### src/rtl/core/prls_pkg.sv
// Shared types and constants of the priority ready-list scheduler.
package prls_pkg;

    localparam int unsigned ID_W   = 4;
    localparam int unsigned PRIO_W = 8;
    localparam int unsigned MSG_W  = 32;
    localparam int unsigned QNT_W  = 8;
    localparam int unsigned ST_W   = 4;

    localparam logic [ST_W-1:0] READY_STATE = 4'd1;

    typedef enum logic [2:0] {
        OP_MAKE_READY = 3'd0,
        OP_SLEEP      = 3'd1,
        OP_WAKEUP     = 3'd2,
        OP_RESCHED    = 3'd3,
        OP_FORCE      = 3'd4,
        OP_TICK       = 3'd5
    } t_op;

    typedef enum logic [1:0] {
        ERR_NONE  = 2'd0,
        ERR_FULL  = 2'd1,
        ERR_EMPTY = 2'd2,
        ERR_PRIO  = 2'd3
    } t_err;

    localparam logic [1:0] CFG_QUANTUM = 2'd0;
    localparam logic [1:0] CFG_OK_MSG  = 2'd1;
    localparam logic [1:0] CFG_INIT_PR = 2'd2;

    // Commands from the controller to the datapath.
    typedef struct packed {
        logic capture;   // latch the input item and compute the decision
        logic apply;     // perform the list updates and form the result
    } t_cmd;

endpackage

### src/rtl/core/priority_ready_list_scheduler.sv
// Top level of the priority ready-list scheduler.
// Each operation has a capture step, which latches the item and decides, and an apply
// step, which updates the sorted shift-register list, running thread and message store;
// the result then sits in an output register, and the next item is taken in the cycle
// that result leaves. The ready list keeps higher priorities first and FIFO order
// among equals; errors leave the ready list, running thread, quantum counter and
// messages alone. Configuration writes land immediately; quantum and initial priority
// also load the live counters until the first operation is taken.
module priority_ready_list_scheduler
    import prls_pkg::*;
#(
    parameter int unsigned MAX_THREADS = 16
) (
    input  logic                    i_clk,
    input  logic                    i_rst_n,
    input  logic                    i_cfg_we,
    input  logic [1:0]              i_cfg_idx,
    input  logic [31:0]             i_cfg_data,
    input  logic                    i_valid,
    output logic                    o_ready,
    input  logic [2:0]              i_operation,
    input  logic [3:0]              i_thread_id,
    input  logic [7:0]              i_thread_priority,
    input  logic signed [31:0]      i_message,
    input  logic [3:0]              i_sleep_state,
    output logic                    o_valid,
    input  logic                    i_ready,
    output logic                    o_switched,
    output logic [3:0]              o_from_thread,
    output logic [3:0]              o_to_thread,
    output logic [3:0]              o_from_state,
    output logic signed [31:0]      o_resumed_message,
    output logic                    o_resched_required,
    output logic [1:0]              o_error
);

    t_cmd w_cmd;

    prls_ctrl u_ctrl (
        .i_clk, .i_rst_n, .i_valid, .o_ready, .o_valid, .i_ready, .o_cmd(w_cmd)
    );

    prls_dp #(.MAX_THREADS(MAX_THREADS)) u_dp (
        .i_clk, .i_rst_n, .i_cmd(w_cmd), .i_cfg_we, .i_cfg_idx, .i_cfg_data,
        .i_operation, .i_thread_id, .i_thread_priority, .i_message, .i_sleep_state,
        .o_switched, .o_from_thread, .o_to_thread, .o_from_state,
        .o_resumed_message, .o_resched_required, .o_error
    );

endmodule

### src/rtl/core/prls_ctrl.sv
// Controller state machine of the priority ready-list scheduler.
module prls_ctrl
    import prls_pkg::*;
(
    input  logic i_clk,
    input  logic i_rst_n,
    input  logic i_valid,
    output logic o_ready,
    output logic o_valid,
    input  logic i_ready,
    output t_cmd o_cmd
);

    typedef enum logic [2:0] {
        S_IDLE  = 3'b001,
        S_APPLY = 3'b010,
        S_OUT   = 3'b100
    } t_state;

    t_state r_state, n_state;

    always_comb begin
        n_state = r_state;
        case (r_state)
            S_IDLE:  if (i_valid) n_state = S_APPLY;
            S_APPLY: n_state = S_OUT;
            S_OUT:   if (i_ready) n_state = i_valid ? S_APPLY : S_IDLE;
            default: n_state = S_IDLE;
        endcase
    end

    always_ff @(posedge i_clk) begin
        if (!i_rst_n) begin
            r_state <= S_IDLE;
        end else begin
            r_state <= n_state;
        end
    end

    // A new item is taken as soon as the previous result leaves.
    assign o_ready       = (r_state == S_IDLE) || (r_state == S_OUT && i_ready);
    assign o_valid       = (r_state == S_OUT);
    assign o_cmd.capture = o_ready && i_valid;
    assign o_cmd.apply   = (r_state == S_APPLY);

`ifndef SYNTHESIS
    a_apply_after_capture: assert property (@(posedge i_clk) disable iff (!i_rst_n)
        o_cmd.capture |=> o_cmd.apply) else $error("apply did not follow capture");
    a_out_after_apply: assert property (@(posedge i_clk) disable iff (!i_rst_n)
        o_cmd.apply |=> o_valid) else $error("result not shown after apply");
    a_no_capture_in_apply: assert property (@(posedge i_clk) disable iff (!i_rst_n)
        o_cmd.apply |-> !o_ready) else $error("item taken during apply");
`endif

endmodule

### src/rtl/core/prls_dp.sv
// Datapath of the priority ready-list scheduler: sorted list, running thread, messages.
module prls_dp
    import prls_pkg::*;
#(
    parameter int unsigned MAX_THREADS = 16
) (
    input  logic                    i_clk,
    input  logic                    i_rst_n,
    input  t_cmd                    i_cmd,
    input  logic                    i_cfg_we,
    input  logic [1:0]              i_cfg_idx,
    input  logic [MSG_W-1:0]        i_cfg_data,
    input  logic [2:0]              i_operation,
    input  logic [ID_W-1:0]         i_thread_id,
    input  logic [PRIO_W-1:0]       i_thread_priority,
    input  logic signed [MSG_W-1:0] i_message,
    input  logic [ST_W-1:0]         i_sleep_state,
    output logic                    o_switched,
    output logic [ID_W-1:0]         o_from_thread,
    output logic [ID_W-1:0]         o_to_thread,
    output logic [ST_W-1:0]         o_from_state,
    output logic signed [MSG_W-1:0] o_resumed_message,
    output logic                    o_resched_required,
    output logic [1:0]              o_error
);

    localparam int unsigned CNT_W = $clog2(MAX_THREADS + 1);
    localparam int unsigned NSLOT = 1 << ID_W;

    // Configuration.
    logic [QNT_W-1:0]  r_quantum;
    logic [MSG_W-1:0]  r_ok_msg;
    logic              r_started;

    // Scheduler state.
    logic [ID_W-1:0]   r_ids   [MAX_THREADS];
    logic [PRIO_W-1:0] r_prios [MAX_THREADS];
    logic [CNT_W-1:0]  r_count;
    logic [ID_W-1:0]   r_run_id;
    logic [PRIO_W-1:0] r_run_prio;
    logic [QNT_W-1:0]  r_qleft;
    logic [MSG_W-1:0]  r_msgs [NSLOT];

    // Captured decision.
    logic              r_do_pop;     // remove head
    logic              r_do_ins;     // insert r_ins_id / r_ins_prio
    logic [ID_W-1:0]   r_ins_id;
    logic [PRIO_W-1:0] r_ins_prio;
    logic              r_new_run;    // running thread changes
    logic [ID_W-1:0]   r_nrun_id;
    logic [PRIO_W-1:0] r_nrun_prio;
    logic              r_wr_msg;
    logic [ID_W-1:0]   r_wr_id;
    logic [MSG_W-1:0]  r_wr_data;
    logic              r_reload;
    logic              r_tick;
    logic [ST_W-1:0]   r_fstate;
    logic [1:0]        r_err;

    // Result registers.
    logic              r_switched;
    logic [ID_W-1:0]   r_from;
    logic [ST_W-1:0]   r_out_state;
    logic              r_req;
    logic [1:0]        r_out_err;
    logic [MSG_W-1:0]  r_rmsg;

    // Decision from the current state and the incoming item.
    logic              c_full, c_empty, c_head_gt, c_head_ge, c_pz;
    logic              d_pop, d_ins, d_run, d_wr, d_rel, d_tick;
    logic [ID_W-1:0]   d_ins_id, d_nrun_id, d_wr_id;
    logic [PRIO_W-1:0] d_ins_prio, d_nrun_prio;
    logic [MSG_W-1:0]  d_wr_data;
    logic [ST_W-1:0]   d_fstate;
    logic [1:0]        d_err;
    t_op               c_op;

    always_comb begin
        c_op      = t_op'(i_operation);
        c_full    = (r_count >= CNT_W'(MAX_THREADS));
        c_empty   = (r_count == '0);
        c_head_gt = !c_empty && (r_prios[0] > r_run_prio);
        c_head_ge = !c_empty && (r_prios[0] >= r_run_prio);
        c_pz      = (i_thread_priority == '0);
        d_pop = 1'b0; d_ins = 1'b0; d_run = 1'b0; d_wr = 1'b0;
        d_rel = 1'b0; d_tick = 1'b0;
        d_ins_id = i_thread_id; d_ins_prio = i_thread_priority;
        d_nrun_id = r_ids[0]; d_nrun_prio = r_prios[0];
        d_wr_id = i_thread_id; d_wr_data = i_message;
        d_fstate = '0; d_err = ERR_NONE;
        case (c_op)
            OP_MAKE_READY: begin
                if (c_pz) d_err = ERR_PRIO;
                else if (c_full) d_err = ERR_FULL;
                else begin
                    d_wr = 1'b1; d_ins = 1'b1;
                end
            end
            OP_SLEEP: begin
                if (c_empty) d_err = ERR_EMPTY;
                else begin
                    d_pop = 1'b1; d_run = 1'b1; d_rel = 1'b1; d_fstate = i_sleep_state;
                end
            end
            OP_WAKEUP: begin
                if (c_pz) d_err = ERR_PRIO;
                else if (c_full) d_err = ERR_FULL;
                else if (i_thread_priority <= r_run_prio) begin
                    d_wr = 1'b1; d_ins = 1'b1;
                end else begin
                    // The woken thread preempts; the runner is requeued. The
                    // runner's ok message is overwritten by the woken one's
                    // only when the ids coincide, which d_wr below handles.
                    d_ins = 1'b1; d_ins_id = r_run_id; d_ins_prio = r_run_prio;
                    d_run = 1'b1; d_nrun_id = i_thread_id;
                    d_nrun_prio = i_thread_priority;
                    d_wr = 1'b1; d_rel = 1'b1; d_fstate = READY_STATE;
                end
            end
            OP_RESCHED, OP_FORCE: begin
                if ((c_op == OP_RESCHED) ? c_head_gt : c_head_ge) begin
                    d_pop = 1'b1; d_ins = 1'b1; d_ins_id = r_run_id;
                    d_ins_prio = r_run_prio; d_run = 1'b1;
                    d_wr = 1'b1; d_wr_id = r_run_id; d_wr_data = r_ok_msg;
                    d_rel = 1'b1; d_fstate = READY_STATE;
                end else if (c_op == OP_FORCE) begin
                    d_wr = 1'b1; d_wr_id = r_run_id; d_wr_data = r_ok_msg;
                    d_rel = 1'b1;
                end
            end
            OP_TICK: d_tick = 1'b1;
            default: ;
        endcase
    end

    // Second message write for a preempting wakeup: ok message to the old runner.
    logic r_wr2;

    always_ff @(posedge i_clk) begin
        if (i_cmd.capture) begin
            r_do_pop <= d_pop; r_do_ins <= d_ins;
            r_ins_id <= d_ins_id; r_ins_prio <= d_ins_prio;
            r_new_run <= d_run; r_nrun_id <= d_nrun_id; r_nrun_prio <= d_nrun_prio;
            r_wr_msg <= d_wr; r_wr_id <= d_wr_id; r_wr_data <= d_wr_data;
            r_reload <= d_rel; r_tick <= d_tick; r_fstate <= d_fstate;
            r_err <= d_err; r_from <= r_run_id;
            r_wr2 <= (c_op == OP_WAKEUP) && d_run;
        end
    end

    // Sorted list update: pop shifts up, insert shifts down behind all >= prio.
    logic [ID_W-1:0]   n_ids   [MAX_THREADS];
    logic [PRIO_W-1:0] n_prios [MAX_THREADS];
    logic [ID_W-1:0]   s_ids   [MAX_THREADS];
    logic [PRIO_W-1:0] s_prios [MAX_THREADS];
    logic [MAX_THREADS-1:0] s_ge;
    logic [CNT_W-1:0]  s_cnt;

    always_comb begin
        s_cnt = r_do_pop ? r_count - CNT_W'(1) : r_count;
        for (int i = 0; i < MAX_THREADS; i++) begin
            if (r_do_pop && i + 1 < MAX_THREADS) begin
                s_ids[i]   = r_ids[i + 1];
                s_prios[i] = r_prios[i + 1];
            end else begin
                s_ids[i]   = r_ids[i];
                s_prios[i] = r_prios[i];
            end
        end
        for (int i = 0; i < MAX_THREADS; i++) begin
            s_ge[i] = (CNT_W'(i) < s_cnt) && (s_prios[i] >= r_ins_prio);
        end
        for (int i = 0; i < MAX_THREADS; i++) begin
            n_ids[i] = s_ids[i]; n_prios[i] = s_prios[i];
            if (r_do_ins && !s_ge[i]) begin
                if (i == 0 || s_ge[(i == 0) ? 0 : i - 1]) begin
                    n_ids[i] = r_ins_id; n_prios[i] = r_ins_prio;
                end else begin
                    n_ids[i]   = s_ids[(i == 0) ? 0 : i - 1];
                    n_prios[i] = s_prios[(i == 0) ? 0 : i - 1];
                end
            end
        end
    end

    always_ff @(posedge i_clk) begin
        if (i_cmd.apply) begin
            for (int i = 0; i < MAX_THREADS; i++) begin
                r_ids[i]   <= n_ids[i];
                r_prios[i] <= n_prios[i];
            end
        end
    end

    // Control state with reset.
    logic [CNT_W-1:0]  n_count;
    logic [PRIO_W-1:0] n_run_prio;
    logic [QNT_W-1:0]  n_qleft;
    logic [ID_W-1:0]   n_run_id;

    always_comb begin
        n_count    = s_cnt + (r_do_ins ? CNT_W'(1) : CNT_W'(0));
        n_run_id   = r_new_run ? r_nrun_id : r_run_id;
        n_run_prio = r_new_run ? r_nrun_prio : r_run_prio;
        if (r_reload) n_qleft = r_quantum;
        else if (r_tick && r_qleft != '0) n_qleft = r_qleft - QNT_W'(1);
        else n_qleft = r_qleft;
    end

    // Thread messages: written in the apply cycle. The message of the thread
    // running afterwards is read in the same cycle, taking this cycle's writes
    // into account, and held for the result.
    always_ff @(posedge i_clk) begin
        if (i_cmd.apply) begin
            if (r_wr2 && (r_ins_id != r_wr_id)) r_msgs[r_ins_id] <= r_ok_msg;
            if (r_wr_msg) r_msgs[r_wr_id] <= r_wr_data;
            if (r_wr_msg && (r_wr_id == n_run_id)) r_rmsg <= r_wr_data;
            else if (r_wr2 && (r_ins_id == n_run_id)) r_rmsg <= r_ok_msg;
            else r_rmsg <= r_msgs[n_run_id];
        end
    end

    always_ff @(posedge i_clk) begin
        if (!i_rst_n) begin
            r_quantum <= QNT_W'(20); r_ok_msg <= '0;
            r_started <= 1'b0; r_count <= '0; r_run_id <= '0;
            r_run_prio <= PRIO_W'(64); r_qleft <= QNT_W'(20);
            r_switched <= 1'b0; r_out_state <= '0; r_req <= 1'b0;
            r_out_err <= ERR_NONE;
        end else begin
            if (i_cfg_we) begin
                case (i_cfg_idx)
                    CFG_QUANTUM: begin
                        r_quantum <= i_cfg_data[QNT_W-1:0];
                        if (!r_started) r_qleft <= i_cfg_data[QNT_W-1:0];
                    end
                    CFG_OK_MSG: r_ok_msg <= i_cfg_data;
                    CFG_INIT_PR: begin
                        if (!r_started) r_run_prio <= i_cfg_data[PRIO_W-1:0];
                    end
                    default: ;
                endcase
            end
            if (i_cmd.capture) r_started <= 1'b1;
            if (i_cmd.apply) begin
                r_count    <= n_count;
                r_run_id   <= n_run_id;
                r_run_prio <= n_run_prio;
                r_qleft    <= n_qleft;
                r_switched <= (n_run_id != r_run_id) || (r_fstate != '0);
                r_out_state <= ((n_run_id != r_run_id) || (r_fstate != '0)) ? r_fstate : '0;
                r_out_err  <= r_err;
                if (n_count == '0) r_req <= 1'b0;
                else if (n_qleft != '0) r_req <= n_prios[0] > n_run_prio;
                else r_req <= n_prios[0] >= n_run_prio;
            end
        end
    end

    assign o_switched         = r_switched;
    assign o_from_thread      = r_from;
    assign o_to_thread        = r_run_id;
    assign o_from_state       = r_out_state;
    assign o_resumed_message  = r_rmsg;
    assign o_resched_required = r_req;
    assign o_error            = r_out_err;

`ifndef SYNTHESIS
    a_count_bound: assert property (@(posedge i_clk) disable iff (!i_rst_n)
        r_count <= CNT_W'(MAX_THREADS)) else $error("ready count overflow");
    a_err_no_change: assert property (@(posedge i_clk) disable iff (!i_rst_n)
        (i_cmd.apply && r_err != ERR_NONE) |=> $stable(r_count) && $stable(r_run_id))
        else $error("error step changed state");
    a_head_sorted: assert property (@(posedge i_clk) disable iff (!i_rst_n)
        (r_count >= CNT_W'(2)) |-> (r_prios[0] >= r_prios[1]))
        else $error("ready list out of order");
`endif

endmodule
### config.mk
export PLATFORM = sky130hd
export DESIGN_NAME = priority_ready_list_scheduler
export DESIGN_NICKNAME = d
export VERILOG_FILES = /design/src/rtl/core/prls_pkg.sv /design/src/rtl/core/priority_ready_list_scheduler.sv /design/src/rtl/core/prls_ctrl.sv /design/src/rtl/core/prls_dp.sv
export SDC_FILE = /design/constraint.sdc
export NUM_CORES = 2
export LEC_CHECK = 0
export BUFFER_PORTS_ARGS = -buffer_cell sky130_fd_sc_hd__buf_4
export CORE_MARGIN = 2
export CORE_UTILIZATION = 30
export DETAILED_ROUTE_END_ITERATION = 8
export SETUP_SLACK_MARGIN = 0.1
export SYNTH_ARGS = -nofsm -noshare
export SYNTH_HDL_FRONTEND = slang
export SYNTH_SLANG_ARGS = --single-unit
### constraint.sdc
create_clock -name i_clk -period 12.7 [get_ports i_clk]
set_input_delay 3.81 -clock i_clk [delete_from_list [all_inputs] [get_ports i_clk]]
set_output_delay 3.81 -clock i_clk [all_outputs]
set_load 0.05 [all_outputs]
### Yosys cells after proc, flatten, opt, wreduce, memory -nomap -nowiden

Memory sizes are Yosys's and may differ from the RTL's.
Cells that the tools add are included.
W data, S select, Z words.

| operators by class | value |
|---|---|
| $lt $le $gt $ge | 38 |
| shift operators | 0 |
| reductions and logical operators | 78 |
| div/mod/pow operators | 0 |
| eq/ne operators | 17 |
| bitwise operators | 0 |
| multiply operators | 0 |
| add/subtract/negate cells | 3 |
| muxes and demuxes | 172 |

Operators with widths:

| kind | number |
|---|---|
| $mux W8 | 64 |
| $mux W4 | 62 |
| $mux W32 | 5 |
| $ge A8 B8 Y1 | 18 |
| $logic_and A1 B1 Y1 | 41 |
| $lt A4 B5 Y1 const A | 8 |
| $mux W1 | 25 |
| $lt A3 B5 Y1 const A | 4 |
| $logic_not A1 Y1 | 17 |
| $gt A8 B8 Y1 | 2 |
| $pmux W8 S2 | 1 |
| $reduce_bool A8 Y1 | 2 |
| $pmux W4 S3 | 1 |
| $logic_not A5 Y1 | 2 |
| $lt A1 B5 Y1 const A | 2 |
| $lt A2 B5 Y1 const A | 2 |
| $eq A3 B2 Y1 const B | 3 |
| $eq A3 B3 Y1 const B | 3 |
| $pmux W3 S3 | 1 |
| $eq A4 B4 Y1 | 2 |
| $le A8 B8 Y1 | 1 |
| $logic_not A8 Y1 | 1 |
| $ne A4 B4 Y1 | 2 |
| $pmux W4 S2 | 1 |
| 23 further kinds | 38 |

| word-level totals | value |
|---|---|
| bits of input ports | 90 |
| RAM bits | 704 |
| latch bits | 0 |
| memory bits (read-only) | 0 |
| memories kept | 3 |
| output and inout bits | 50 |
| word-level logic and storage cells | 340 |
| flip-flop bits (word level) | 186 |

Memory list:

| memory | depth | width | rd ports | clocked after memory_dff | write ports | RTL line | text |
|---|---|---|---|---|---|---|---|
| u_dp.r_msgs | 16 | 32 | 1 | 0 | 2 | prls_dp.sv:42 | `logic [MSG_W-1:0] r_msgs [NSLOT];` |
| u_dp.r_prios | 16 | 8 | 16 | 0 | 16 | prls_dp.sv:37 | `logic [PRIO_W-1:0] r_prios [MAX_THREADS];` |
| u_dp.r_ids | 16 | 4 | 16 | 0 | 16 | prls_dp.sv:36 | `logic [ID_W-1:0] r_ids [MAX_THREADS];` |

### Longest topological paths before layout

| logic depth | value |
|---|---|
| word-level depth | 10 |
| depth in mapped cells | 24 |
| mapped depth without buffers | 19 |

### Cells and area by module

From an unflattened synthesis, not the netlist that was laid out.

| unflattened totals | value |
|---|---|
| cell total of the unflattened synthesis | 4005 |
| area, all modules | 50111.8 µm² |

Modules (own cells, without submodules):

| module | cells each | area an instance (µm²) | times used | seq. area each (µm²) |
|---|---|---|---|---|
| prls_dp | 3986 | 49954.2 | 1 | 25894.8 |
| prls_ctrl | 19 | 157.7 | 1 | 60.1 |

### Least setup slack after synthesis

Ideal clock, no wire load.

| timing path | value |
|---|---|
| kind | input to register |
| from | input port i_ready |
| to | register u_dp.r_from[0], in the netlist u_dp.o_from_thread[0] (enable) |
| path buffers | 0 |
| setup time | 626 ps |
| stages on the path | 3 |
| arrival | 9808 ps |
| data required time | 12074 ps |
| slack | 2266 ps |
| cells stage by stage | nand2_1 > mux2_2 > nor3b_1 |

RTL lines:

| what | RTL line | text |
|---|---|---|
| from (decl) | priority_ready_list_scheduler.sv:27 | `input logic i_ready,` |
| to (signal assigned) | prls_dp.sv:146 | `r_err <= d_err; r_from <= r_run_id;` |
| to (decl) | prls_dp.sv:62 | `logic [ID_W-1:0] r_from;` |

### Final worst setup path

| timing path | value |
|---|---|
| from | input port i_ready |
| to | output port o_ready |

| between the ends | value |
|---|---|
| word-level cells in the longest chain between the ends | 2 |

Ends and longest elaborated chain:

| what | RTL line | text |
|---|---|---|
| $logic_and A1 B1 Y1 | prls_ctrl.sv:41 | `assign o_ready = (r_state == S_IDLE) \|\| (r_state == S_OUT && i_ready);` |
| $logic_or A1 B1 Y1 | prls_ctrl.sv:41 |  |
| to (decl) | priority_ready_list_scheduler.sv:20 | `output logic o_ready,` |

Every way passes these cells.

==> impl_metrics.yaml <==
outcome:
  status: "finished clean"
clock_tree:
  clk_latency_ns: 0.73
  cts_inserted_buffers: 99
  clock_path_buffers: 3
  cts-resized-gates: 0
  path_clk_slew_ns: 0.06
  holdBufCountCts: 0
  clkSinkCount: 890
  cts_tree: "built"
  post-cts-setup-buffer-count: 0
  htree_levels: 3
  cts-root-buf: "clkbuf_16"
worst_setup_path:
  required_ns: 8.89
  worst_setup_path_start_kind: "input pin"
  reg2reg_to: "u_dp.o_resched_required$_SDFFE_PN0N_"
  crit_arrival_ns: 4.52
  r2r_cells: 20
  path_max_fanout: 3
  critPathKind: "in -> out"
  endpoint_kind: "output port"
  r2r_start: "u_dp.r_do_pop$_DFFE_PP_"
  r2r_setup_slack_ns: 7.59
detailed_routing:
  vias_per_cell: 5.36
  dr.first_iter.drc_count: 2869
  via_count: 31478
  antenna_left: 0
  drt_first_pass_iters: 5
  drcViolationCount: 0
  wire_per_inst_um: 24.6
  wirelength_um: 144000
sta:
  worst_slack_ns: 4.37
  rsz0062_at_grt: "no"
  fin_crit_sh_pct: 65.6
  hold_viol_final: 0
  fmax_mhz: 120
  period_minus_slack_ns: 8.33
  worst_slew_pin_slew_ns: 1.06
  setup_violations: 0
  final_max_slew_viol_count: 0
  slew_headroom_pct: 29.0
  fin_setup_tns_ns: 0
  clock_skew_ns: 0.0333
hold_path:
  hp-start: "u_dp.o_error[1]$_SDFFE_PN0N_"
  holdPathStages: 2
  hold_class: "reg -> reg"
  whs_endpoint: "u_dp.o_error[1]$_SDFFE_PN0N_"
final_layout:
  multi_input_area_um2: 22700
  regArea_um2: 26000
  area_delta_synth_final_pct: 13.0
  fillers: 16000
  finalNonFillerCells: 5870
  nets: 3843
  layout-drive-gt1-share_pct: 35.9
power:
  ir_worst_vdd_mv: 0.0949
  leakage_nw: 20.2
  pwr_density_cell_nw_per_um2: 125
place:
  dpl_worst_slack_ns: 4.37
  dp_hpwl_um: 82200
  place_congestion: 0.784
  post-place-cells: 5684
  numPortBuffers: 139
floorplan:
  dieHeight_um: 412
  core_area_um2: 165000
  fp-row-count: 149
  die_x_um: 412
  dieArea_um2: 170000
  initial_core_util_pct: 30.2
  io_pins: 140
synth:
  synth_edf_count: 813
  ys_warn_count: 0
  synthDistinctLibCells: 77
  synth_area_per_cell_um2: 13.8
  synth_top_cell_area_share_pct: 48.9
  async_flop_share_pct: 0
  synthTopCellsByArea: "edfxtp_1 (49%), mux2_2 (17%), mux4_2 (5.8%), mux2i_1 (5.3%), ha_1 (3.9%)"
  synth_nets: 3855
  ys.flop_type: "edfxtp_1"
  synth.top_cells.by_count: "edfxtp_1 (813), mux2_2 (768), mux2i_1 (265)"
  yosysMostFrequentCell: "edfxtp_1"
  synth_seq_cells: 890
  ys_seq_area_share_pct: 52.0
  synth_area_leader_cell: "edfxtp_1"
  syn_inst: 3608
  synth_area_um2: 49900
global_routing:
  grt_pass1_vias: 31957
  grt_usage_pct: 16.6
  grt.overflow.total: 0
  grt_pass1_wl_um: 212000
  antenna_found_initial: 9
  grt_max_degree: 133
run:
  drv_cap: 0
==> cell type report <==
cell class,instances,share of cell area (%)
flip-flops and latches,890,46.0
multi-input cells,2330,40.3
well taps,2189,4.86
clock buffers,131,4.66
repair buffers,231,3.12
clock inverters,54,0.777
inverters,44,0.306
diodes,1,0.00444
==> per-layer routing <==
layer | wire length, um | share of wire [%] | global-route usage [%]
met1 | 66600 | 46 | 24.0
met2 | 65000 | 45 | 25.5
met3 | 9550 | 6.6 | 3.08
met4 | 2960 | 2.1 | 4.06
met5 | 27 | 0.019 | 0
==> layout by cell type (no fill, tap or decap), types with 45 or more instances in the layout <==
cell type	instances
mux2i_1	263
o21ai_0	108
ha_1	157
a21boi_0	45
edfxtp_1	813
a211oi_1	79
nand2_1	176
mux4_2	128
buf_4	229
nor2b_1	49
a21oi_1	127
mux2_2	768
clkbuf_16	99
dfxtp_1	77
a31oi_1	51
==> sequential cells by signal, indices dropped and copies added, names as in the netlist, 5 cells and up <==
| name | cells |
|---|---|
| u_dp.o_resumed_message | 32 |
| u_dp.r_count | 5 |
| u_dp.r_ids | 64 |
| u_dp.r_ins_prio | 8 |
| u_dp.r_msgs | 512 |
| u_dp.r_nrun_prio | 8 |
| u_dp.r_ok_msg | 32 |
| u_dp.r_prios | 128 |
| u_dp.r_qleft | 8 |
| u_dp.r_quantum | 8 |
| u_dp.r_run_prio | 8 |
| u_dp.r_wr_data | 32 |
==> cells by family after synthesis <==
group | after synthesis | share of synthesized area, %
muxes | 1181 | 28.9
buffers and inverters | 388 | 3.17
and+or+nand+nor | 394 | 3.94
DFF | 890 | 52.0
adders and majority gates | 157 | 3.94
xor gates and xnor gates | 25 | 0.454
AOI/OAI and AO/OA | 573 | 7.60
==> worst max-delay path by stage <==
stage	slack, ns	to	cells past startpoint	startpoint
detailed placement	4.37	o_ready	5	i_ready
CTS	4.36	o_ready	5	i_ready
finish	4.37	o_ready	5	i_ready
global placement	4.33	o_ready	5	i_ready
floorplan	2.27	u_dp.o_from_thread[0]$_DFFE_PP_	3	i_ready
global route	4.32	o_ready	5	i_ready
==> per-stage QoR <==
step                hold slack [ns]  total power [mW]  utilization (%)  cell area (um^2)
finish                        0.474              7.04             34.2             56400
global route                  0.501              7.29             34.2             56400
CTS                           0.474              7.10             34.2             56400
detailed placement            0.458              4.32             32.3             53300
global placement              0.461              4.31             32.3             53300
floorplan                     0.441              4.04                -             49900
==> critical path, cell delays in order <==
cell	delay [ns]
buf_4	0.09
nand2_1	0.04
mux2_2	0.28
nor2_1	0.10
buf_4	0.21
==> power breakdown <==
part	switching [mW]	internal [mW]	leakage (nW)
Combinational	0.516	0.403	11.2
Sequential	0.0810	3.26	7.51
Clock	1.24	1.54	1.49
Total	1.84	5.20	20.2
Note: power is estimated with default switching activity, not from simulation.
